File: src/hdl/assert_macros.svh
// ----------------------------------------------------------------------------
// assert_macros.svh
// shared concurrent assertion macros, clocked on clk and idle during reset
// ----------------------------------------------------------------------------
`ifndef ASSERT_MACROS_SVH
`define ASSERT_MACROS_SVH

// expression must hold at every clock edge out of reset
`define ASSERT_ALWAYS(lbl, expr, msg) \
    lbl: assert property (@(posedge clk) disable iff (!rst_n) (expr)) \
        else $error(msg);

// consequent must hold in the same cycle as the antecedent
`define ASSERT_SAME(lbl, ante, cons, msg) \
    lbl: assert property (@(posedge clk) disable iff (!rst_n) (ante) |-> (cons)) \
        else $error(msg);

// consequent must hold in the cycle after the antecedent
`define ASSERT_NEXT(lbl, ante, cons, msg) \
    lbl: assert property (@(posedge clk) disable iff (!rst_n) (ante) |=> (cons)) \
        else $error(msg);

`endif

File: src/hdl/ree_pkg.sv
// ----------------------------------------------------------------------------
// ree_pkg
// types and constants shared by the rotary encoder event detector
// ----------------------------------------------------------------------------
`timescale 1ns / 1ps
`default_nettype none

package ree_pkg;

    localparam int CFG_INDEX_W = 3;
    localparam int CFG_DATA_W  = 16;

    // register indexes of the configuration port
    localparam logic [CFG_INDEX_W-1:0] REG_STEPS_PER_NOTCH    = 3'd0;
    localparam logic [CFG_INDEX_W-1:0] REG_ACTIVE_LEVEL       = 3'd1;
    localparam logic [CFG_INDEX_W-1:0] REG_BUTTON_PRESENT     = 3'd2;
    localparam logic [CFG_INDEX_W-1:0] REG_HOLD_TICKS         = 3'd3;
    localparam logic [CFG_INDEX_W-1:0] REG_DOUBLE_CLICK_TICKS = 3'd4;
    localparam logic [CFG_INDEX_W-1:0] REG_MIN_PRESS_TICKS    = 3'd5;

    // detent modes
    localparam logic [2:0] NOTCH_STEPS_FOUR = 3'd4;
    localparam logic [2:0] NOTCH_STEPS_TWO  = 3'd2;

    typedef enum logic [2:0] {
        EV_NONE   = 3'd0,
        EV_LEFT   = 3'd1,
        EV_RIGHT  = 3'd2,
        EV_CLICK  = 3'd3,
        EV_DOUBLE = 3'd4,
        EV_HOLD   = 3'd5
    } event_t;

    typedef struct packed {
        logic [2:0]  steps_per_notch;
        logic        active_level;
        logic        button_present;
        logic [15:0] hold_ticks;
        logic [7:0]  double_click_ticks;
        logic [15:0] min_press_ticks;
    } cfg_t;

    typedef struct packed {
        logic mode;
        logic phase_a;
        logic phase_b;
        logic button_level;
        logic button_tick;
    } sample_t;

endpackage

`default_nettype wire

File: src/hdl/ree_if.sv
// ----------------------------------------------------------------------------
// ree_if
// valid/ready channels for encoder samples and detected events
// ----------------------------------------------------------------------------
`timescale 1ns / 1ps
`default_nettype none

interface ree_sample_if;
    logic valid;
    logic ready;
    logic mode;
    logic phase_a;
    logic phase_b;
    logic button_level;
    logic button_tick;

    modport source (
        output valid, mode, phase_a, phase_b, button_level, button_tick,
        input  ready
    );
    modport sink (
        input  valid, mode, phase_a, phase_b, button_level, button_tick,
        output ready
    );
endinterface

interface ree_event_if;
    logic       valid;
    logic       ready;
    logic [2:0] event_res;

    modport source (
        output valid, event_res,
        input  ready
    );
    modport sink (
        input  valid, event_res,
        output ready
    );
endinterface

`default_nettype wire

File: src/hdl/rotary_encoder_button_events.sv
// ----------------------------------------------------------------------------
// rotary_encoder_button_events
// quadrature encoder and push-button event detector
//
// samples arrive on the sample channel (valid/ready): mode, both encoder
// phases, the raw button level and a tick flag for each button check interval.
// each sample yields exactly one event code on the result channel:
// 0 none, 1 left, 2 right, 3 click, 4 double click, 5 hold. mode 1 clears the
// current event to none without sampling anything.
// the configuration port (cfg_we, cfg_index, cfg_wdata) writes one register
// per cycle; write it only while no sample is in flight.
// a transferred sample sits in the input register, is processed from there
// and its event is loaded into the result register once that register is free.
// throughput is one sample per cycle while results are taken, set by
// the single phase and button update pass between input and result registers.
// a stalled result holds in the result register, the input register takes one
// more sample and then sample.ready drops until the result is taken.
// reset clears encoder, button and event state and restores default settings.
// ----------------------------------------------------------------------------
`timescale 1ns / 1ps
`default_nettype none

`include "assert_macros.svh"

module rotary_encoder_button_events
    import ree_pkg::*;
(
    input  wire logic                   clk,
    input  wire logic                   rst_n,
    input  wire logic                   cfg_we,
    input  wire logic [CFG_INDEX_W-1:0] cfg_index,
    input  wire logic [CFG_DATA_W-1:0]  cfg_wdata,
    ree_sample_if.sink                  sample,
    ree_event_if.source                 result
);

    cfg_t    cfg;
    event_t  event_calc;

    // input register
    logic    in_valid_reg, in_valid_next;
    sample_t in_item_reg;
    sample_t in_item_in;

    // result register
    logic    out_valid_reg, out_valid_next;
    event_t  out_event_reg;

    logic    in_xfer;
    logic    advance;
    logic    fire;

    // result register can load when empty or being drained this cycle
    assign advance = !out_valid_reg || result.ready;
    assign fire    = in_valid_reg && advance;

    // take a new sample whenever the held one moves on
    assign sample.ready = !in_valid_reg || advance;
    assign in_xfer      = sample.valid && sample.ready;

    assign in_item_in = '{
        mode:         sample.mode,
        phase_a:      sample.phase_a,
        phase_b:      sample.phase_b,
        button_level: sample.button_level,
        button_tick:  sample.button_tick
    };

    always_comb
    begin
        in_valid_next = in_valid_reg;
        if (in_xfer)
            in_valid_next = 1'b1;
        else if (fire)
            in_valid_next = 1'b0;

        out_valid_next = out_valid_reg;
        if (fire)
            out_valid_next = 1'b1;
        else if (result.ready)
            out_valid_next = 1'b0;
    end

    always_ff @(posedge clk or negedge rst_n)
    begin
        if (!rst_n)
        begin
            in_valid_reg  <= 1'b0;
            out_valid_reg <= 1'b0;
        end
        else
        begin
            in_valid_reg  <= in_valid_next;
            out_valid_reg <= out_valid_next;
        end
    end

    // payload registers, no reset needed
    always_ff @(posedge clk)
    begin
        if (in_xfer)
            in_item_reg <= in_item_in;
        if (fire)
            out_event_reg <= event_calc;
    end

    ree_cfg_regs u_cfg_regs (
        .clk       (clk),
        .rst_n     (rst_n),
        .cfg_we    (cfg_we),
        .cfg_index (cfg_index),
        .cfg_wdata (cfg_wdata),
        .cfg       (cfg)
    );

    // encoder and button state, updated once per processed sample
    ree_core u_core (
        .clk       (clk),
        .rst_n     (rst_n),
        .cfg       (cfg),
        .fire      (fire),
        .item      (in_item_reg),
        .event_out (event_calc)
    );

    assign result.valid     = out_valid_reg;
    assign result.event_res = out_event_reg;

    `ASSERT_NEXT(a_fire_gives_result, fire, out_valid_reg, "processed sample produced no result")
    `ASSERT_NEXT(a_held_sample_kept, in_valid_reg && !fire, in_valid_reg, "held sample dropped before processing")
    `ASSERT_SAME(a_no_overwrite, in_xfer, !in_valid_reg || fire, "new sample overwrote a held one")

endmodule

`default_nettype wire

File: src/hdl/ree_cfg_regs.sv
// ----------------------------------------------------------------------------
// ree_cfg_regs
// configuration register file, written by index, reset to default settings
// ----------------------------------------------------------------------------
`timescale 1ns / 1ps
`default_nettype none

module ree_cfg_regs
    import ree_pkg::*;
(
    input  wire logic                   clk,
    input  wire logic                   rst_n,
    input  wire logic                   cfg_we,
    input  wire logic [CFG_INDEX_W-1:0] cfg_index,
    input  wire logic [CFG_DATA_W-1:0]  cfg_wdata,
    output cfg_t                        cfg
);

    cfg_t cfg_reg;
    cfg_t cfg_next;

    always_comb
    begin
        cfg_next = cfg_reg;
        if (cfg_we)
        begin
            case (cfg_index)
                REG_STEPS_PER_NOTCH:    cfg_next.steps_per_notch    = cfg_wdata[2:0];
                REG_ACTIVE_LEVEL:       cfg_next.active_level       = cfg_wdata[0];
                REG_BUTTON_PRESENT:     cfg_next.button_present     = cfg_wdata[0];
                REG_HOLD_TICKS:         cfg_next.hold_ticks         = cfg_wdata;
                REG_DOUBLE_CLICK_TICKS: cfg_next.double_click_ticks = cfg_wdata[7:0];
                REG_MIN_PRESS_TICKS:    cfg_next.min_press_ticks    = cfg_wdata;
                default:                cfg_next = cfg_reg;
            endcase
        end
    end

    always_ff @(posedge clk or negedge rst_n)
    begin
        if (!rst_n)
        begin
            cfg_reg.steps_per_notch    <= 3'd4;
            cfg_reg.active_level       <= 1'b0;
            cfg_reg.button_present     <= 1'b1;
            cfg_reg.hold_ticks         <= 16'd100;
            cfg_reg.double_click_ticks <= 8'd60;
            cfg_reg.min_press_ticks    <= 16'd10;
        end
        else
        begin
            cfg_reg <= cfg_next;
        end
    end

    assign cfg = cfg_reg;

endmodule

`default_nettype wire

File: src/hdl/ree_core.sv
// ----------------------------------------------------------------------------
// ree_core
// encoder and button state, updated once per processed sample
// ----------------------------------------------------------------------------
`timescale 1ns / 1ps
`default_nettype none

`include "assert_macros.svh"

module ree_core
    import ree_pkg::*;
(
    input  wire logic    clk,
    input  wire logic    rst_n,
    input  wire cfg_t    cfg,
    input  wire logic    fire,
    input  wire sample_t item,
    output event_t       event_out
);

    logic [1:0]  last_phase_reg, last_phase_next;
    logic [3:0]  step_acc_reg,   step_acc_next;
    logic [15:0] key_down_reg,   key_down_next;
    logic [7:0]  dclick_reg,     dclick_next;
    event_t      event_reg,      event_next;

    logic              a_act;
    logic              b_act;
    logic [1:0]        phase_code;
    logic [1:0]        phase_diff;
    logic signed [4:0] step_delta;
    logic signed [4:0] acc;
    logic              move_left;
    logic              move_right;

    // phase decode and step direction
    always_comb
    begin
        a_act      = (item.phase_a == cfg.active_level);
        b_act      = (item.phase_b == cfg.active_level);
        phase_code = {a_act, a_act ^ b_act};
        phase_diff = last_phase_reg - phase_code;
        if (!phase_diff[0])
            step_delta = 5'sd0;
        else if (phase_diff[1])
            step_delta = 5'sd1;
        else
            step_delta = -5'sd1;
        acc = $signed({step_acc_reg[3], step_acc_reg}) + step_delta;
    end

    always_comb
    begin
        last_phase_next = last_phase_reg;
        step_acc_next   = step_acc_reg;
        key_down_next   = key_down_reg;
        dclick_next     = dclick_reg;
        event_next      = event_reg;
        move_left       = 1'b0;
        move_right      = 1'b0;

        if (item.mode)
        begin
            event_next = EV_NONE;
        end
        else
        begin
            if (phase_diff[0])
                last_phase_next = phase_code;

            // button timing, only on check ticks and when a button is present
            if (cfg.button_present && item.button_tick)
            begin
                if (item.button_level != cfg.active_level)
                begin
                    key_down_next = key_down_reg + 16'd1;
                    if (key_down_next > cfg.hold_ticks)
                        event_next = EV_HOLD;
                end
                else
                begin
                    if (key_down_reg > cfg.min_press_ticks)
                    begin
                        if (event_reg == EV_HOLD)
                        begin
                            event_next  = EV_NONE;
                            dclick_next = 8'd0;
                        end
                        else if (dclick_reg > 8'd1)
                        begin
                            if (dclick_reg < cfg.double_click_ticks)
                            begin
                                event_next  = EV_DOUBLE;
                                dclick_next = 8'd0;
                            end
                        end
                        else
                        begin
                            dclick_next = cfg.double_click_ticks;
                        end
                    end
                    key_down_next = 16'd0;
                end
                // countdown by two, wrapping past zero on an odd count
                if (dclick_next != 8'd0)
                begin
                    dclick_next = dclick_next - 8'd2;
                    if (dclick_next == 8'd0)
                        event_next = EV_CLICK;
                end
            end

            // residue and detent movement
            case (cfg.steps_per_notch)
                NOTCH_STEPS_FOUR:
                begin
                    step_acc_next = {2'b00, acc[1:0]};
                    move_left     = acc < 5'sd0;
                    move_right    = acc > 5'sd3;
                end
                NOTCH_STEPS_TWO:
                begin
                    step_acc_next = {3'b000, acc[0]};
                    move_left     = acc < 5'sd0;
                    move_right    = acc > 5'sd1;
                end
                default:
                begin
                    step_acc_next = 4'd0;
                    move_left     = acc < 5'sd0;
                    move_right    = acc > 5'sd0;
                end
            endcase

            // rotation wins over any button event
            if (move_left)
                event_next = EV_LEFT;
            else if (move_right)
                event_next = EV_RIGHT;
        end
    end

    always_ff @(posedge clk or negedge rst_n)
    begin
        if (!rst_n)
        begin
            last_phase_reg <= 2'd0;
            step_acc_reg   <= 4'd0;
            key_down_reg   <= 16'd0;
            dclick_reg     <= 8'd0;
            event_reg      <= EV_NONE;
        end
        else if (fire)
        begin
            last_phase_reg <= last_phase_next;
            step_acc_reg   <= step_acc_next;
            key_down_reg   <= key_down_next;
            dclick_reg     <= dclick_next;
            event_reg      <= event_next;
        end
    end

    assign event_out = event_next;

    `ASSERT_NEXT(a_clear_sets_none, fire && item.mode, event_reg == EV_NONE,
                 "clear did not reset event")
    `ASSERT_NEXT(a_two_step_residue,
                 fire && !item.mode && cfg.steps_per_notch == NOTCH_STEPS_TWO,
                 step_acc_reg[3:1] == 3'd0,
                 "residue out of range for two steps per notch")
    `ASSERT_NEXT(a_idle_holds_state, !fire,
                 $stable(event_reg) && $stable(key_down_reg) && $stable(dclick_reg),
                 "state moved without a sample")

endmodule

`default_nettype wire
File: src/flat_wrapper.sv
// flat-port wrapper written by rule: the top's interface ports become plain ports
module rotary_encoder_button_events_flat import ree_pkg::*;
  (clk, rst_n, cfg_we, cfg_index, cfg_wdata, sample_valid, sample_mode, sample_phase_a, sample_phase_b, sample_button_level, sample_button_tick, sample_ready, result_valid, result_event_res, result_ready);
  ree_sample_if sample_i ();
  ree_event_if result_i ();
  input  wire logic clk;
  input  wire logic rst_n;
  input  wire logic cfg_we;
  input  wire logic [CFG_INDEX_W-1:0] cfg_index;
  input  wire logic [CFG_DATA_W-1:0] cfg_wdata;
  input wire logic [$bits(sample_i.valid)-1:0] sample_valid;
  input wire logic [$bits(sample_i.mode)-1:0] sample_mode;
  input wire logic [$bits(sample_i.phase_a)-1:0] sample_phase_a;
  input wire logic [$bits(sample_i.phase_b)-1:0] sample_phase_b;
  input wire logic [$bits(sample_i.button_level)-1:0] sample_button_level;
  input wire logic [$bits(sample_i.button_tick)-1:0] sample_button_tick;
  output wire logic [$bits(sample_i.ready)-1:0] sample_ready;
  output wire logic [$bits(result_i.valid)-1:0] result_valid;
  output wire logic [$bits(result_i.event_res)-1:0] result_event_res;
  input wire logic [$bits(result_i.ready)-1:0] result_ready;
  assign sample_i.valid = sample_valid;
  assign sample_i.mode = sample_mode;
  assign sample_i.phase_a = sample_phase_a;
  assign sample_i.phase_b = sample_phase_b;
  assign sample_i.button_level = sample_button_level;
  assign sample_i.button_tick = sample_button_tick;
  assign sample_ready = sample_i.ready;
  assign result_valid = result_i.valid;
  assign result_event_res = result_i.event_res;
  assign result_i.ready = result_ready;
  rotary_encoder_button_events u_core (.clk(clk), .rst_n(rst_n), .cfg_we(cfg_we), .cfg_index(cfg_index), .cfg_wdata(cfg_wdata), .sample(sample_i), .result(result_i));
endmodule
File: config.mk
export PLATFORM = sky130hd
export DESIGN_NAME = rotary_encoder_button_events_flat
export DESIGN_NICKNAME = d
export VERILOG_FILES = /design/src/hdl/ree_pkg.sv /design/src/hdl/ree_if.sv /design/src/hdl/rotary_encoder_button_events.sv /design/src/hdl/ree_cfg_regs.sv /design/src/hdl/ree_core.sv /design/src/flat_wrapper.sv
export VERILOG_INCLUDE_DIRS = /design/src /design/src/hdl
export SDC_FILE = /design/constraint.sdc
export NUM_CORES = 1
export LEC_CHECK = 0
export ABC_AREA = 1
export BUFFER_PORTS_ARGS = -buffer_cell sky130_fd_sc_hd__buf_2
export CORE_UTILIZATION = 40
export CTS_BUF_LIST = sky130_fd_sc_hd__clkbuf_2 sky130_fd_sc_hd__clkbuf_4 sky130_fd_sc_hd__clkbuf_8
export CTS_CLUSTER_SIZE = 30
export DETAILED_ROUTE_END_ITERATION = 10
export PLACE_DENSITY_LB_ADDON = 0.15
export SYNTH_ARGS = -nofsm -noshare
export SYNTH_HDL_FRONTEND = slang
export SYNTH_SLANG_ARGS = --single-unit
File: constraint.sdc
create_clock -name clk -period 4.1 [get_ports clk]
set_input_delay 0.82 -clock clk [delete_from_list [all_inputs] [get_ports clk]]
set_output_delay 0.82 -clock clk [all_outputs]
set_load 0.1 [all_outputs]
==> impl_metrics.yaml <==
yosys:
  syn-cell-area_um2: 5400
  synth_top_area_share: 0.311
  syn_nets: 766
  synth_area_leaders: "dfrtp_1 (31%), nand2_1 (13%), ha_1 (11%)"
  ys_seq_area_frac: 0.409
  yosysTopAreaCell: "dfrtp_1"
  synth_seq_cells: 86
  syn_area_per_cell_um2: 7.82
  syn-instance-count: 690
  yosys_warnings: 0
  synthDistinctLibCells: 46
finish:
  antenna_cells: 0
  post_route_cells_drive_above_1_share: 0.141
  syn_to_final_growth_pct: 11.7
  multi_input_area_um2: 2670
  seqCellArea_um2: 2210
  fill_cells: 1311
  largest_reg_flops: 45
  stdcell_area_um2: 6030
  nets: 804
setup_path:
  worstSetupPathType: "register to register"
  crit_fanout: 4
  crit_arrival_ps: 3850
  cp.required_ps: 4340
  start_kind: "register"
  end_kind: "register"
min_path:
  hold_path.class: "register to register"
grt:
  grt_overflow_total: 0
  grt_max_degree: 79
  grt_pass1_wl_mm: 20.2
  antenna_found_initial: 0
  track_usage: 0.186
  grt_pass1_vias: 4192
sta:
  tns_ps: 0
  slew_violations: 0
  final.period_utilization: 0.881
  setup_viol: 0
  timing.slew.headroom: 0.321
  fmax_mhz: 277
  tightest_slew_ps: 1020
  finalClockSkew_ps: 7.00
  rsz0062_at_grt: "false"
  post-route-min-period_ps: 3610
  hold_viol: 0
drt:
  vias: 4345
  antenna_left: 0
  routedWlPerCell_um: 13.1
  first_pass_iters: 4
  drt_iter0_markers: 238
  post_drt_via_cell_ratio: 4.78
  totalWireLength_mm: 11.9
  drc: 0
clocking:
  path_clk_slew_ps: 90
  cts_hold_buffers: 0
  cts_made_buffers: 9
  cts.sinks: 86
  clk_path_buf_depth: 2
  cts_tree: "done"
  clock_latency_ps: 380
  cts.htree.levels: 3
  cts_root_buf: "clkbuf_8"
power:
  seqPwrFrac: 0.314
  p_leak_nw: 3.10
  p_comb_frac: 0.512
  switching_share: 0.451
  switching_power_w: 0.00187
  powerDensity_nw_per_um2: 689
  p_int_w: 0.00228
  ir_drop_v: 0.000357
  clkPwrFrac: 0.174
die:
  die_h_um: 118
  row_count: 42
  core_area_um2: 13200
  start_util: 0.409
  dieArea_um2: 14000
  io_pins: 34
  die_w_um: 118
place:
  port_buffers: 33
  placed_area_um2: 5770
  hpwl_mm: 9.00
  place_congestion: 0.830
flow_run:
  drv_cap: 0
run_status:
  status: "completed"
## repair_timing
| item | in CTS | in global routing |
|---|---|---|
| buffers inserted | 0 | 1 |
| resized for setup | 0 | 3 |
| hold endpoints to repair | 0 | 0 |
| setup endpoints to repair | 0 | 3 |
## power by group through the flow
| stage | logic [W] | registers [W] | clock network [W] |
|---|---|---|---|
| 3_5_place_dp | 0.00212 | 0.00132 | 0 |
| 6_report | 0.00213 | 0.00130 | 0.000724 |
| 4_1_cts | 0.00213 | 0.00131 | 0.000749 |
| 2_1_floorplan | 0.00161 | 0.00135 | 0 |
| 5_1_grt | 0.00246 | 0.00134 | 0.000777 |
| 3_3_place_gp | 0.00207 | 0.00131 | 0 |
## final timing paths
kind                                          startpoint                     endpoint  slack, ps  depth (start not counted)
setup / recovery           u_core.u_core.key_down_reg[2]   u_core.result.event_res[0]        490                         22
hold / removal                 u_core.u_cfg_regs.cfg[40]    u_core.u_cfg_regs.cfg[40]        490                          2
setup reg to reg           u_core.u_core.key_down_reg[2]   u_core.result.event_res[0]        490                         22
hold reg to reg                u_core.u_cfg_regs.cfg[40]    u_core.u_cfg_regs.cfg[40]        490                          2
max in group asynchronous                          rst_n    u_core.u_cfg_regs.cfg[16]       2830                          1
min in group asynchronous                          rst_n  u_core.u_core.dclick_reg[5]        570                          1
## cell type report
cell class / count / area share
flip-flops and latches: 86 / 0.366
clock inverters: 7 / 0.0187
well taps: 176 / 0.0365
repair buffers: 36 / 0.0315
clock buffers: 9 / 0.0205
multi-input cells: 461 / 0.443
inverters: 134 / 0.0834
## kinds of logic after synthesis
kind of cell             synth area share
adder cells (fa/ha/maj)             0.110
flip-flops                          0.409
XOR/XNOR                           0.0241
buffers and inverters              0.0994
multiplexers                      0.00209
AO/OA/AOI/OAI                       0.122
AND/OR/NAND/NOR                     0.233
## synthesized netlist by cell type (all sizes together)
cell     number
inv         133
o21ai        74
o2111ai       1
nor4          1
or2           1
xnor2         6
nor2         40
a21boi        2
ha           46
o211ai        1
a22o          2
o22ai        10
a22oi         2
clkinv        1
nand2       194
dfstp        11
a21oi        25
nand3        27
nor3b         1
a31oi         2
xor2          8
a21o          1
o31ai         1
nor3          7
dfrtp        67
mux2          1
edfxtp        8
fa            1
nand4         7
clkbuf        9
## stage by stage
stage                     setup WS (ps)  hold WS, ps  total power [W]  utilization  std cells
after floorplan                     890          449          0.00296            -        690
after global placement              493          468          0.00339        0.437        892
after detailed placement            307          474          0.00344        0.437        892
after CTS                           287          492          0.00419        0.455        908
after global routing               47.4          521          0.00458        0.457        909
final                               490          487          0.00416        0.457        909
## critical path, cell delays in order, from the launching register on
cell and delay (ps):
dfrtp_1 420, inv_1 80, nor3_2 220, nand3_1 200, nor4_4 270, nand3_1 140, nor2_1 190, nand3_1 110
xor2_1 200, inv_1 70, ha_1 290, nand2_1 80, inv_1 80, nand3_1 80, nor3_2 140, o21ai_0 110
o2111ai_1 100, nand3_1 180, a22oi_1 190, nor2_1 60, nand2_1 60, nand2_1 70, a21oi_1 130
## cell usage in the layout, fill, tap and decap left out, drive strengths merged, types with 2 or more instances in the layout
master,Yosys,routed
ha,46,46
buf,0,36
nor2,40,40
nand3,27,27
dfrtp,67,67
a31oi,2,2
o22ai,10,10
a21boi,2,2
nor3,7,7
a22o,2,2
o21ai,74,74
edfxtp,8,8
a21oi,25,25
clkbuf,9,9
xnor2,6,6
nand4,7,7
a22oi,2,2
nand2,194,194
bufinv,0,3
clkinv,1,4
inv,133,133
dfstp,11,11
xor2,8,8
## layer usage
layer / routed length, um / global-route usage
met4: 210 / 0.0769
met3: 369 / 0.0275
met5: 0 / 0
met2: 5180 / 0.282
met1: 6180 / 0.264
(Power assumes the default switching activity.)
